## src/rtl/core/lsfs_pkg.sv

```systemverilog
// types and codes shared by the least-served-first seat scheduler
// no dependencies
`timescale 1ns / 1ps
`default_nettype none

package lsfs_pkg;

   // command codes
   localparam logic [1:0] CMD_ARRIVE = 2'd0;
   localparam logic [1:0] CMD_SERVE  = 2'd1;
   localparam logic [1:0] CMD_FINISH = 2'd2;

   // result status codes
   localparam logic [2:0] RSP_SEATED      = 3'd0;
   localparam logic [2:0] RSP_FULL        = 3'd1;
   localparam logic [2:0] RSP_QUOTA_DONE  = 3'd2;
   localparam logic [2:0] RSP_SERVED      = 3'd3;
   localparam logic [2:0] RSP_QUEUE_EMPTY = 3'd4;
   localparam logic [2:0] RSP_SESS_ENDED  = 3'd5;
   localparam logic [2:0] RSP_NO_SESSION  = 3'd6;

   // register indexes
   localparam int unsigned CSR_INDEX_W = 1;
   localparam logic [CSR_INDEX_W-1:0] CSR_SEAT_LIMIT = 1'b0;
   localparam logic [CSR_INDEX_W-1:0] CSR_HELP_QUOTA = 1'b1;

   localparam logic [4:0] SEAT_LIMIT_RESET = 5'd4;
   localparam logic [7:0] HELP_QUOTA_RESET = 8'd3;
   localparam logic [7:0] COUNT_MAX        = 8'hFF;

   typedef enum logic [4:0] {
      ST_CLEAR = 5'b00001,
      ST_IDLE  = 5'b00010,
      ST_LOOK  = 5'b00100,
      ST_SCAN  = 5'b01000,
      ST_FIN   = 5'b10000
   } state_type;

   typedef struct packed {
      logic       scan_start;
      logic       insert;
      logic       pop;
      logic [5:0] client;
      logic [7:0] visits;
   } queue_ctl_type;

   typedef struct packed {
      logic scan_busy;
      logic empty;
      logic full;
   } queue_stat_type;

endpackage

`default_nettype wire

```

## src/rtl/core/lsfs_queue.sv

```systemverilog
// sorted waiting queue: shift-register entries, one compare per cycle for the insert search
// depends on lsfs_pkg
`timescale 1ns / 1ps
`default_nettype none

module lsfs_queue #(
   parameter int unsigned QUEUE_DEPTH = 16
) (
   input  wire logic                               clock,
   input  wire logic                               reset,
   input  wire lsfs_pkg::queue_ctl_type            ctl,
   output lsfs_pkg::queue_stat_type                stat,
   output logic [$clog2(QUEUE_DEPTH)-1:0]          pos,
   output logic [$clog2(QUEUE_DEPTH+1)-1:0]        length,
   output logic [5:0]                              head_client
);

   localparam int unsigned QW = $clog2(QUEUE_DEPTH);
   localparam int unsigned LW = $clog2(QUEUE_DEPTH + 1);

   logic [5:0]    q_cli_ff [QUEUE_DEPTH];
   logic [7:0]    q_vis_ff [QUEUE_DEPTH];
   logic [QW-1:0] pos_ff;
   logic [QW-1:0] pos_in;
   logic [LW-1:0] len_ff;
   logic [LW-1:0] len_in;
   logic          scan_ff;
   logic          scan_in;
   logic          step_ok;

   // entries below the length are sorted, so the first miss ends the search
   assign step_ok = (LW'(pos_ff) < len_ff) && (q_vis_ff[pos_ff] <= ctl.visits);

   always_comb begin
      pos_in  = pos_ff;
      scan_in = scan_ff;
      len_in  = len_ff;
      if (ctl.scan_start) begin
         pos_in  = '0;
         scan_in = 1'b1;
      end else if (scan_ff) begin
         if (step_ok) begin
            pos_in = pos_ff + 1'b1;
         end else begin
            scan_in = 1'b0;
         end
      end
      if (ctl.insert) begin
         len_in = len_ff + 1'b1;
      end else if (ctl.pop) begin
         len_in = len_ff - 1'b1;
      end
   end

   always_ff @(posedge clock) begin
      if (reset) begin
         pos_ff  <= '0;
         scan_ff <= 1'b0;
         len_ff  <= '0;
      end else begin
         pos_ff  <= pos_in;
         scan_ff <= scan_in;
         len_ff  <= len_in;
      end
   end

   always_ff @(posedge clock) begin
      if (ctl.insert) begin
         for (int i = QUEUE_DEPTH - 1; i > 0; i--) begin
            if (QW'(i) == pos_ff) begin
               q_cli_ff[i] <= ctl.client;
               q_vis_ff[i] <= ctl.visits;
            end else if (QW'(i) > pos_ff) begin
               q_cli_ff[i] <= q_cli_ff[i-1];
               q_vis_ff[i] <= q_vis_ff[i-1];
            end
         end
         if (pos_ff == '0) begin
            q_cli_ff[0] <= ctl.client;
            q_vis_ff[0] <= ctl.visits;
         end
      end else if (ctl.pop) begin
         for (int i = 0; i < QUEUE_DEPTH - 1; i++) begin
            q_cli_ff[i] <= q_cli_ff[i+1];
            q_vis_ff[i] <= q_vis_ff[i+1];
         end
      end
   end

   assign stat.scan_busy = scan_ff;
   assign stat.empty     = (len_ff == '0);
   assign stat.full      = (len_ff >= LW'(QUEUE_DEPTH));
   assign pos            = pos_ff;
   assign length         = len_ff;
   assign head_client    = q_cli_ff[0];

endmodule

`default_nettype wire

```

## src/rtl/core/least_served_first_seat_scheduler.sv

```systemverilog
// sequence: an accepted word reads the client memories and is decided in the look state; a seated
// arrival then searches the queue, one compare per cycle, for its insert position, and the result
// is committed in the finish state, which waits while an earlier result is stalled; a new word is
// taken only after the previous one has committed.
// reset: synchronous, active high; afterwards a clearing pass sweeps the client memories
// while req_ready stays low (register writes are taken meanwhile).
`timescale 1ns / 1ps
`default_nettype none

module least_served_first_seat_scheduler #(
   parameter int unsigned MAX_CLIENTS = 64,
   parameter int unsigned QUEUE_DEPTH = 16,
   parameter int unsigned MAX_SERVERS = 16
) (
   input  wire logic                               clock,
   input  wire logic                               reset,
   input  wire logic                               req_valid,
   output logic                                    req_ready,
   input  wire logic [1:0]                         req_command,
   input  wire logic [5:0]                         req_client_id,
   input  wire logic [3:0]                         req_server_id,
   output logic                                    rsp_valid,
   input  wire logic                               rsp_ready,
   output logic [2:0]                              rsp_status,
   output logic [3:0]                              rsp_queue_position,
   output logic [5:0]                              rsp_served_client,
   output logic [3:0]                              rsp_served_by,
   output logic [4:0]                              rsp_waiting_count,
   output logic [4:0]                              rsp_free_seats,
   output logic [31:0]                             rsp_request_total,
   output logic [31:0]                             rsp_session_total,
   input  wire logic                               csr_wr_en,
   input  wire logic [lsfs_pkg::CSR_INDEX_W-1:0]   csr_index,
   input  wire logic [7:0]                         csr_wr_data
);

   localparam int unsigned CW = (MAX_CLIENTS > 1) ? $clog2(MAX_CLIENTS) : 1;
   localparam int unsigned QW = $clog2(QUEUE_DEPTH);
   localparam int unsigned LW = $clog2(QUEUE_DEPTH + 1);

   // client id modulo the client count, as a constant table
   function automatic logic [CW-1:0] client_wrap(input logic [5:0] v);
      logic [CW-1:0] r;
      int            w;
      r = '0;
      w = 0;
      for (int i = 0; i < 64; i++) begin
         if (v == 6'(i)) r = CW'(w);
         if (w == MAX_CLIENTS - 1) w = 0;
         else w = w + 1;
      end
      return r;
   endfunction

   function automatic logic [3:0] server_wrap(input logic [3:0] v);
      logic [3:0] r;
      int         w;
      r = '0;
      w = 0;
      for (int i = 0; i < 16; i++) begin
         if (v == 4'(i)) r = 4'(w);
         if (w == MAX_SERVERS - 1) w = 0;
         else w = w + 1;
      end
      return r;
   endfunction

   // free seats for a limit and a queue length, limit capped at the depth
   function automatic logic [LW-1:0] seats_for(input logic [4:0] limit, input logic [LW-1:0] len);
      logic [LW:0] lim;
      lim = (32'(limit) > QUEUE_DEPTH) ? (LW+1)'(QUEUE_DEPTH) : (LW+1)'(limit);
      return (lim > {1'b0, len}) ? LW'(lim - {1'b0, len}) : '0;
   endfunction

   lsfs_pkg::state_type      state_ff;
   lsfs_pkg::state_type      state_in;
   lsfs_pkg::queue_ctl_type  q_ctl;
   lsfs_pkg::queue_stat_type q_stat;
   logic [QW-1:0]            q_pos;
   logic [LW-1:0]            q_len;
   logic [5:0]               q_head;

   logic [CW-1:0]  clr_ff;
   logic [1:0]     cmd_ff;
   logic [CW-1:0]  cid_ff;
   logic [3:0]     sid_ff;
   logic [2:0]     status_ff;
   logic [7:0]     vis_new_ff;
   logic [7:0]     quota_new_ff;
   logic [4:0]     seat_limit_ff;
   logic [7:0]     help_quota_ff;
   logic [LW-1:0]  seats_free_ff;
   logic [31:0]    req_total_ff;
   logic [31:0]    sess_total_ff;

   // client memories: visit count and quota use in one word, session flag apart
   logic [15:0]    cli_mem [MAX_CLIENTS];
   logic           ses_mem [MAX_CLIENTS];
   logic [15:0]    cli_rd_ff;
   logic           ses_rd_ff;
   logic           cli_we;
   logic [CW-1:0]  cli_wa;
   logic [15:0]    cli_wd;
   logic           ses_we;
   logic [CW-1:0]  ses_wa;
   logic           ses_wd;

   logic           rsp_valid_ff;
   logic [2:0]     rsp_status_ff;
   logic [3:0]     rsp_pos_ff;
   logic [5:0]     rsp_client_ff;
   logic [3:0]     rsp_by_ff;
   logic [4:0]     rsp_wait_ff;
   logic [4:0]     rsp_seats_ff;

   logic           accept;
   logic           fin_go;
   logic           seated;
   logic           served;
   logic           ended;
   logic [LW-1:0]  len_new;
   logic [LW-1:0]  seats_new;
   logic [7:0]     cur_visit;
   logic [7:0]     cur_quota;

   assign req_ready = (state_ff == lsfs_pkg::ST_IDLE);
   assign accept    = req_valid && req_ready;
   assign fin_go    = (state_ff == lsfs_pkg::ST_FIN) && (!rsp_valid_ff || rsp_ready);
   assign seated    = (cmd_ff == lsfs_pkg::CMD_ARRIVE) && (status_ff == lsfs_pkg::RSP_SEATED);
   assign served    = (cmd_ff == lsfs_pkg::CMD_SERVE) && (status_ff == lsfs_pkg::RSP_SERVED);
   assign ended     = (cmd_ff == lsfs_pkg::CMD_FINISH) &&
                      (status_ff == lsfs_pkg::RSP_SESS_ENDED);
   assign cur_visit = cli_rd_ff[15:8];
   assign cur_quota = cli_rd_ff[7:0];

   always_comb begin
      if (seated) begin
         len_new = q_len + 1'b1;
      end else if (served) begin
         len_new = q_len - 1'b1;
      end else begin
         len_new = q_len;
      end
      seats_new = seats_for(seat_limit_ff, len_new);
   end

   always_comb begin
      q_ctl.scan_start = 1'b0;
      q_ctl.insert     = fin_go && seated;
      q_ctl.pop        = fin_go && served;
      q_ctl.client     = 6'(cid_ff);
      q_ctl.visits     = vis_new_ff;
      if ((state_ff == lsfs_pkg::ST_LOOK) && (cmd_ff == lsfs_pkg::CMD_ARRIVE) &&
          (cur_quota < help_quota_ff) && (seats_free_ff != '0) && !q_stat.full) begin
         q_ctl.scan_start = 1'b1;
      end
   end

   lsfs_queue #(
      .QUEUE_DEPTH (QUEUE_DEPTH)
   ) u_queue (
      .clock       (clock),
      .reset       (reset),
      .ctl         (q_ctl),
      .stat        (q_stat),
      .pos         (q_pos),
      .length      (q_len),
      .head_client (q_head)
   );

   // sequencer
   always_comb begin
      state_in = state_ff;
      case (state_ff)
         lsfs_pkg::ST_CLEAR: begin
            if (32'(clr_ff) == MAX_CLIENTS - 1) state_in = lsfs_pkg::ST_IDLE;
         end
         lsfs_pkg::ST_IDLE: begin
            if (accept) state_in = lsfs_pkg::ST_LOOK;
         end
         lsfs_pkg::ST_LOOK: begin
            state_in = q_ctl.scan_start ? lsfs_pkg::ST_SCAN : lsfs_pkg::ST_FIN;
         end
         lsfs_pkg::ST_SCAN: begin
            if (!q_stat.scan_busy) state_in = lsfs_pkg::ST_FIN;
         end
         lsfs_pkg::ST_FIN: begin
            if (fin_go) state_in = lsfs_pkg::ST_IDLE;
         end
         default: begin
            state_in = lsfs_pkg::ST_CLEAR;
         end
      endcase
   end

   // memory write selection: clearing sweep, or the commit of one word
   always_comb begin
      cli_we = 1'b0;
      cli_wa = cid_ff;
      cli_wd = {vis_new_ff, quota_new_ff};
      ses_we = 1'b0;
      ses_wa = cid_ff;
      ses_wd = 1'b0;
      if (state_ff == lsfs_pkg::ST_CLEAR) begin
         cli_we = 1'b1;
         cli_wa = clr_ff;
         cli_wd = '0;
         ses_we = 1'b1;
         ses_wa = clr_ff;
      end else if (fin_go) begin
         cli_we = seated;
         if (served) begin
            ses_we = 1'b1;
            ses_wa = client_wrap(q_head);
            ses_wd = 1'b1;
         end else if (ended) begin
            ses_we = 1'b1;
         end
      end
   end

   always_ff @(posedge clock) begin
      if (cli_we) cli_mem[cli_wa] <= cli_wd;
      if (ses_we) ses_mem[ses_wa] <= ses_wd;
      if (accept) begin
         cli_rd_ff <= cli_mem[client_wrap(req_client_id)];
         ses_rd_ff <= ses_mem[client_wrap(req_client_id)];
      end
   end

   always_ff @(posedge clock) begin
      if (reset) begin
         state_ff      <= lsfs_pkg::ST_CLEAR;
         clr_ff        <= '0;
         seat_limit_ff <= lsfs_pkg::SEAT_LIMIT_RESET;
         help_quota_ff <= lsfs_pkg::HELP_QUOTA_RESET;
         seats_free_ff <= seats_for(lsfs_pkg::SEAT_LIMIT_RESET, '0);
         req_total_ff  <= '0;
         sess_total_ff <= '0;
         rsp_valid_ff  <= 1'b0;
      end else begin
         state_ff <= state_in;
         if (state_ff == lsfs_pkg::ST_CLEAR) clr_ff <= clr_ff + 1'b1;
         if (fin_go) begin
            rsp_valid_ff  <= 1'b1;
            seats_free_ff <= seats_new;
            if (seated) req_total_ff <= req_total_ff + 32'd1;
            if (ended) sess_total_ff <= sess_total_ff + 32'd1;
         end else if (rsp_ready) begin
            rsp_valid_ff <= 1'b0;
         end
         if (csr_wr_en) begin
            case (csr_index)
               lsfs_pkg::CSR_SEAT_LIMIT: begin
                  seat_limit_ff <= csr_wr_data[4:0];
                  seats_free_ff <= seats_for(csr_wr_data[4:0], q_len);
               end
               lsfs_pkg::CSR_HELP_QUOTA: begin
                  help_quota_ff <= csr_wr_data;
               end
               default: begin
               end
            endcase
         end
      end
   end

   // item registers and decision
   always_ff @(posedge clock) begin
      if (accept) begin
         cmd_ff <= req_command;
         cid_ff <= client_wrap(req_client_id);
         sid_ff <= server_wrap(req_server_id);
      end
      if (state_ff == lsfs_pkg::ST_LOOK) begin
         vis_new_ff   <= (cur_visit < lsfs_pkg::COUNT_MAX) ? cur_visit + 8'd1 : cur_visit;
         quota_new_ff <= (cur_quota < lsfs_pkg::COUNT_MAX) ? cur_quota + 8'd1 : cur_quota;
         case (cmd_ff)
            lsfs_pkg::CMD_ARRIVE: begin
               if (cur_quota >= help_quota_ff) begin
                  status_ff <= lsfs_pkg::RSP_QUOTA_DONE;
               end else if ((seats_free_ff == '0) || q_stat.full) begin
                  status_ff <= lsfs_pkg::RSP_FULL;
               end else begin
                  status_ff <= lsfs_pkg::RSP_SEATED;
               end
            end
            lsfs_pkg::CMD_SERVE: begin
               status_ff <= q_stat.empty ? lsfs_pkg::RSP_QUEUE_EMPTY : lsfs_pkg::RSP_SERVED;
            end
            lsfs_pkg::CMD_FINISH: begin
               status_ff <= ses_rd_ff ? lsfs_pkg::RSP_SESS_ENDED : lsfs_pkg::RSP_NO_SESSION;
            end
            default: begin
               status_ff <= lsfs_pkg::RSP_NO_SESSION;
            end
         endcase
      end
      if (fin_go) begin
         rsp_status_ff <= status_ff;
         rsp_pos_ff    <= seated ? 4'(q_pos) : 4'd0;
         rsp_client_ff <= served ? q_head : 6'd0;
         rsp_by_ff     <= served ? sid_ff : 4'd0;
         rsp_wait_ff   <= 5'(len_new);
         rsp_seats_ff  <= 5'(seats_new);
      end
   end

   assign rsp_valid          = rsp_valid_ff;
   assign rsp_status         = rsp_status_ff;
   assign rsp_queue_position = rsp_pos_ff;
   assign rsp_served_client  = rsp_client_ff;
   assign rsp_served_by      = rsp_by_ff;
   assign rsp_waiting_count  = rsp_wait_ff;
   assign rsp_free_seats     = rsp_seats_ff;
   // totals are updated at the same commit as the result word
   assign rsp_request_total  = req_total_ff;
   assign rsp_session_total  = sess_total_ff;

endmodule

`default_nettype wire

```

## config.mk

```make
export PLATFORM = sky130hd
export DESIGN_NAME = least_served_first_seat_scheduler
export DESIGN_NICKNAME = d
export VERILOG_FILES = /design/src/rtl/core/lsfs_pkg.sv /design/src/rtl/core/lsfs_queue.sv /design/src/rtl/core/least_served_first_seat_scheduler.sv
export SDC_FILE = /design/constraint.sdc
export NUM_CORES = 2
export LEC_CHECK = 0
export BUFFER_PORTS_ARGS = -buffer_cell sky130_fd_sc_hd__buf_2
export CAP_MARGIN = 20
export CORE_MARGIN = 4
export CORE_UTILIZATION = 25
export DETAILED_ROUTE_END_ITERATION = 16
export PLACE_DENSITY = 0.47
export SLEW_MARGIN = 20
export SYNTH_ARGS = -nofsm -noshare
export SYNTH_HDL_FRONTEND = slang
export SYNTH_SLANG_ARGS = --single-unit
```

## constraint.sdc

```tcl
create_clock -name clock -period 7.49 [get_ports clock]
set_clock_uncertainty 0.1 [all_clocks]
set_input_delay 0.3745 -clock clock [delete_from_list [all_inputs] [get_ports clock]]
set_output_delay 0.3745 -clock clock [all_outputs]
set_load 0.05 [all_outputs]
```

==> reports/results.ini <==
[outcome]
status=complete, no violations

[placement]
place_ws_ns=3.062
gp_congestion=0.8073
port_buffers=118
place_hpwl_um=112600
place_area_um2=67790

[synth]
yosysTopAreaCellShare_pct=66.26
syn_inst=3898
synth_top_family_by_area=multiplexers
synthSimpleGateAreaFrac_pct=6.795
yosysMostFrequentCell=edfxtp_1
synthDistinctLibCells=78
syn_area_per_cell_um2=16.13
synthXorXnorAreaFrac_pct=1.059
synth_edf_count=1387
yosys_register_bits=1495
synth_compound_area_share_pct=5.748
yosysWarnings=0
synth-main-ff-cell=edfxtp_1
synthMuxAreaShare_pct=13.81
synth_area_leaders=edfxtp_1, mux4_2, dfxtp_1
synth-adder-area-share_pct=0.8400
ys_seq_area_share_pct=69.70
synth_nets=3965
synth_area_um2=62860
async_flop_share_pct=0
synthTopCellsByCount=edfxtp_1, nand2_1, mux4_2, nor2_1, o21ai_0
synth.largest_area_cell=edfxtp_1

[hold_path]
min-delay-start=req_client_id[2]
hold_class=in -> reg
hold_path_depth=1
worst_hold_path.endpoint=cid_ff[2]

[cts]
htreeDepth=4
cts_tree=yes
insertion_delay_ns=0.83
cts-root-buf=clkbuf_16
cts.sinks=1495
ctsResizeCount=0
clockBufferDepth=3
clk_pin_slew_ns=0.06
cts_buffers=166

[cells_and_area]
nets=4153
layout-drive-gt1-share_pct=21.10
syn_to_final_growth_pct=16.69
fin_area_um2=73350
n_fill_cell=24670

[setup_path]
r2r_start=state_ff[1]
crit_arrival_ns=4.50
end_kind=register
worst-endpoint-required_ns=7.82
rrSetupSlack_ns=3.31
reg2reg_to=cli_mem[10][15]
reg2reg_depth=8
critPathKind=reg -> reg
cp-start-kind=register
cp_max_fo=28

[sta]
tightestPinTransition_ns=1.176
tns_ns=0
rsz0062_at_grt=no
fmax_mhz=239.4
fin_hold_ws_ns=0.09957
finalMaxSlewViolations=0
setup_viol=0
fin_ws_ns=3.313
relSlewSlack_pct=21.43
fin_crit_sh_pct=55.77
hold_viol=0
finalCriticalPeriod_ns=4.178

[global_routing]
grt_use_total_pct=13.91
grt_first_pass_wirelength_um=266100
grt_max_degree=129
globalRoute.totalOverflow=0
grt_antenna_before_repair=7
grt_pass1_vias=36090

[die]
num_rows=183
die_width_um=509.4
start_util_pct=25.21
io_pins=119
die_y_um=509.4
core-area_um2=249300
fp.dieArea_um2=259500

[route]
drt_iter0_drc=3355
wl_um=184000
ant_nets=0
detail_route.first_pass.iterations=6
vias=36110
via_per_inst=4.781
drc=0
wl_per_cell_um=24.35

[job]
cap_violations=0

[power]
p_leak_uw=0.02349
vdd_drop_max_v=0.0002270
p_total_uw=18720
powerDensity_nw_per_um2=255.3

-- metrics by stage --
| step | utilization, % | cells |
|---|---|---|
| 6_report | 29.42 | 7554 |
| 5_1_grt | 29.42 | 7553 |
| 4_1_cts | 29.40 | 7548 |
| 3_5_place_dp | 27.19 | 7220 |
| 3_3_place_gp | 27.14 | 7212 |
| 2_1_floorplan | - | 3898 |
-- metal layers --
metal  up-vias  wire (um)  global-route usage [%]
met4         2       4339                   3.729
met1     19040      84880                   20.05
met2      1106      83990                   21.45
met5         -         14                       0
met3       242      10750                   2.670
li1      15730          -                       -
-- where the power goes --
| part | switching, uW | total (uW) | internal [uW] |
|---|---|---|---|
| registers | 52.1 | 9480 | 9430 |
| clock network | 3460 | 7900 | 4430 |
| logic | 967 | 1340 | 376 |
-- cell families (layout without fill, tap and decap cells) --
kind of cell	Yosys count	after routing
xor gates and xnor gates	76	76
DFF	1495	1495
buffers and inverters	307	628
other	0	5
adders and majority gates	41	41
muxes	476	476
and+or+nand+nor	931	931
AOI/OAI and AO/OA	572	572
-- sequential cells by signal, summed over array words and instances (netlist names), 8 cells and up, named ones only --
name	flops
ses_mem	64
vis_new_ff	8
rsp_request_total	32
u_queue.q_cli_ff	96
help_quota_ff	8
cli_mem	1024
rsp_session_total	32
u_queue.q_vis_ff	128
quota_new_ff	8
cli_rd_ff	16
-- how the worst max path moves through the flow --
| stage | start | endpoint | slack [ns] | cells after the start |
|---|---|---|---|---|
| 2_1_floorplan | register | register | 3.71 | 12 |
| 5_1_grt | state_ff[2] | u_queue.q_cli_ff[12][0] | 3.02 | 10 |
| 6_report | state_ff[1] | cli_mem[10][15] | 3.31 | 8 |
| 3_5_place_dp | rsp_ready | cli_mem[34][8] | 3.06 | 9 |
| 3_3_place_gp | rsp_ready | cli_mem[38][5] | 3.17 | 9 |
| 4_1_cts | state_ff[1] | cli_mem[34][5] | 3.16 | 8 |
-- repair_timing --
item,in CTS,in global routing
setup buffers,0,0
endpoints found under the hold margin,56,0
hold buffers,27,0
-- placed cells by master, fill, tap and decap left out, types with 11 or more instances in the layout --
cell type,Yosys,routed
mux2i_1,156,156
nand3_1,51,51
nor2_2,1,24
a221oi_1,37,34
xnor2_1,54,54
nor3_2,9,11
nand2_1,371,371
edfxtp_1,1387,1387
xor2_1,22,22
nor2_4,2,14
dlygate4sd3_1,0,27
o211ai_1,15,15
o21ai_0,186,181
buf_4,4,116
nor2_1,272,237
clkbuf_1,146,36
o31ai_1,13,11
nand4_1,23,23
and3_1,18,18
o22ai_1,71,71
clkbuf_16,0,168
nor2b_1,24,23
buf_2,67,115
mux4_2,312,312
ha_1,39,39
nor3_1,53,51
inv_1,56,56
o21ai_1,32,35
a22oi_1,31,31
dfxtp_1,108,106
clkinv_1,0,34
and2_1,28,19
clkinv_2,0,28
a22o_1,34,34
nand2b_1,20,20
a21oi_1,80,80
o221ai_1,20,20
or3_1,18,18
-- worst max-delay path, stage by stage, from the launching register on --
cell	delay (ns)
dfxtp_1	0.37
nor3_4	0.37
nand3_4	0.40
inv_2	0.15
buf_4	0.33
a32oi_1	0.28
nor2_1	0.23
nand2_1	0.53
nor2_2	0.99
-- area by class of cell --
cell class | count | area, um^2 | share of cell area (%)
flip-flops and latches | 1495 | 43810 | 59.73
multi-input cells | 2096 | 17980 | 24.51
clock buffers | 211 | 4436 | 6.047
well taps | 3330 | 4167 | 5.680
repair buffers | 269 | 1898 | 2.588
clock inverters | 90 | 819.5 | 1.117
inverters | 58 | 225.2 | 0.3070
diodes | 5 | 12.51 | 0.01706
No activity file was read; power rests on OpenSTA's default activity.
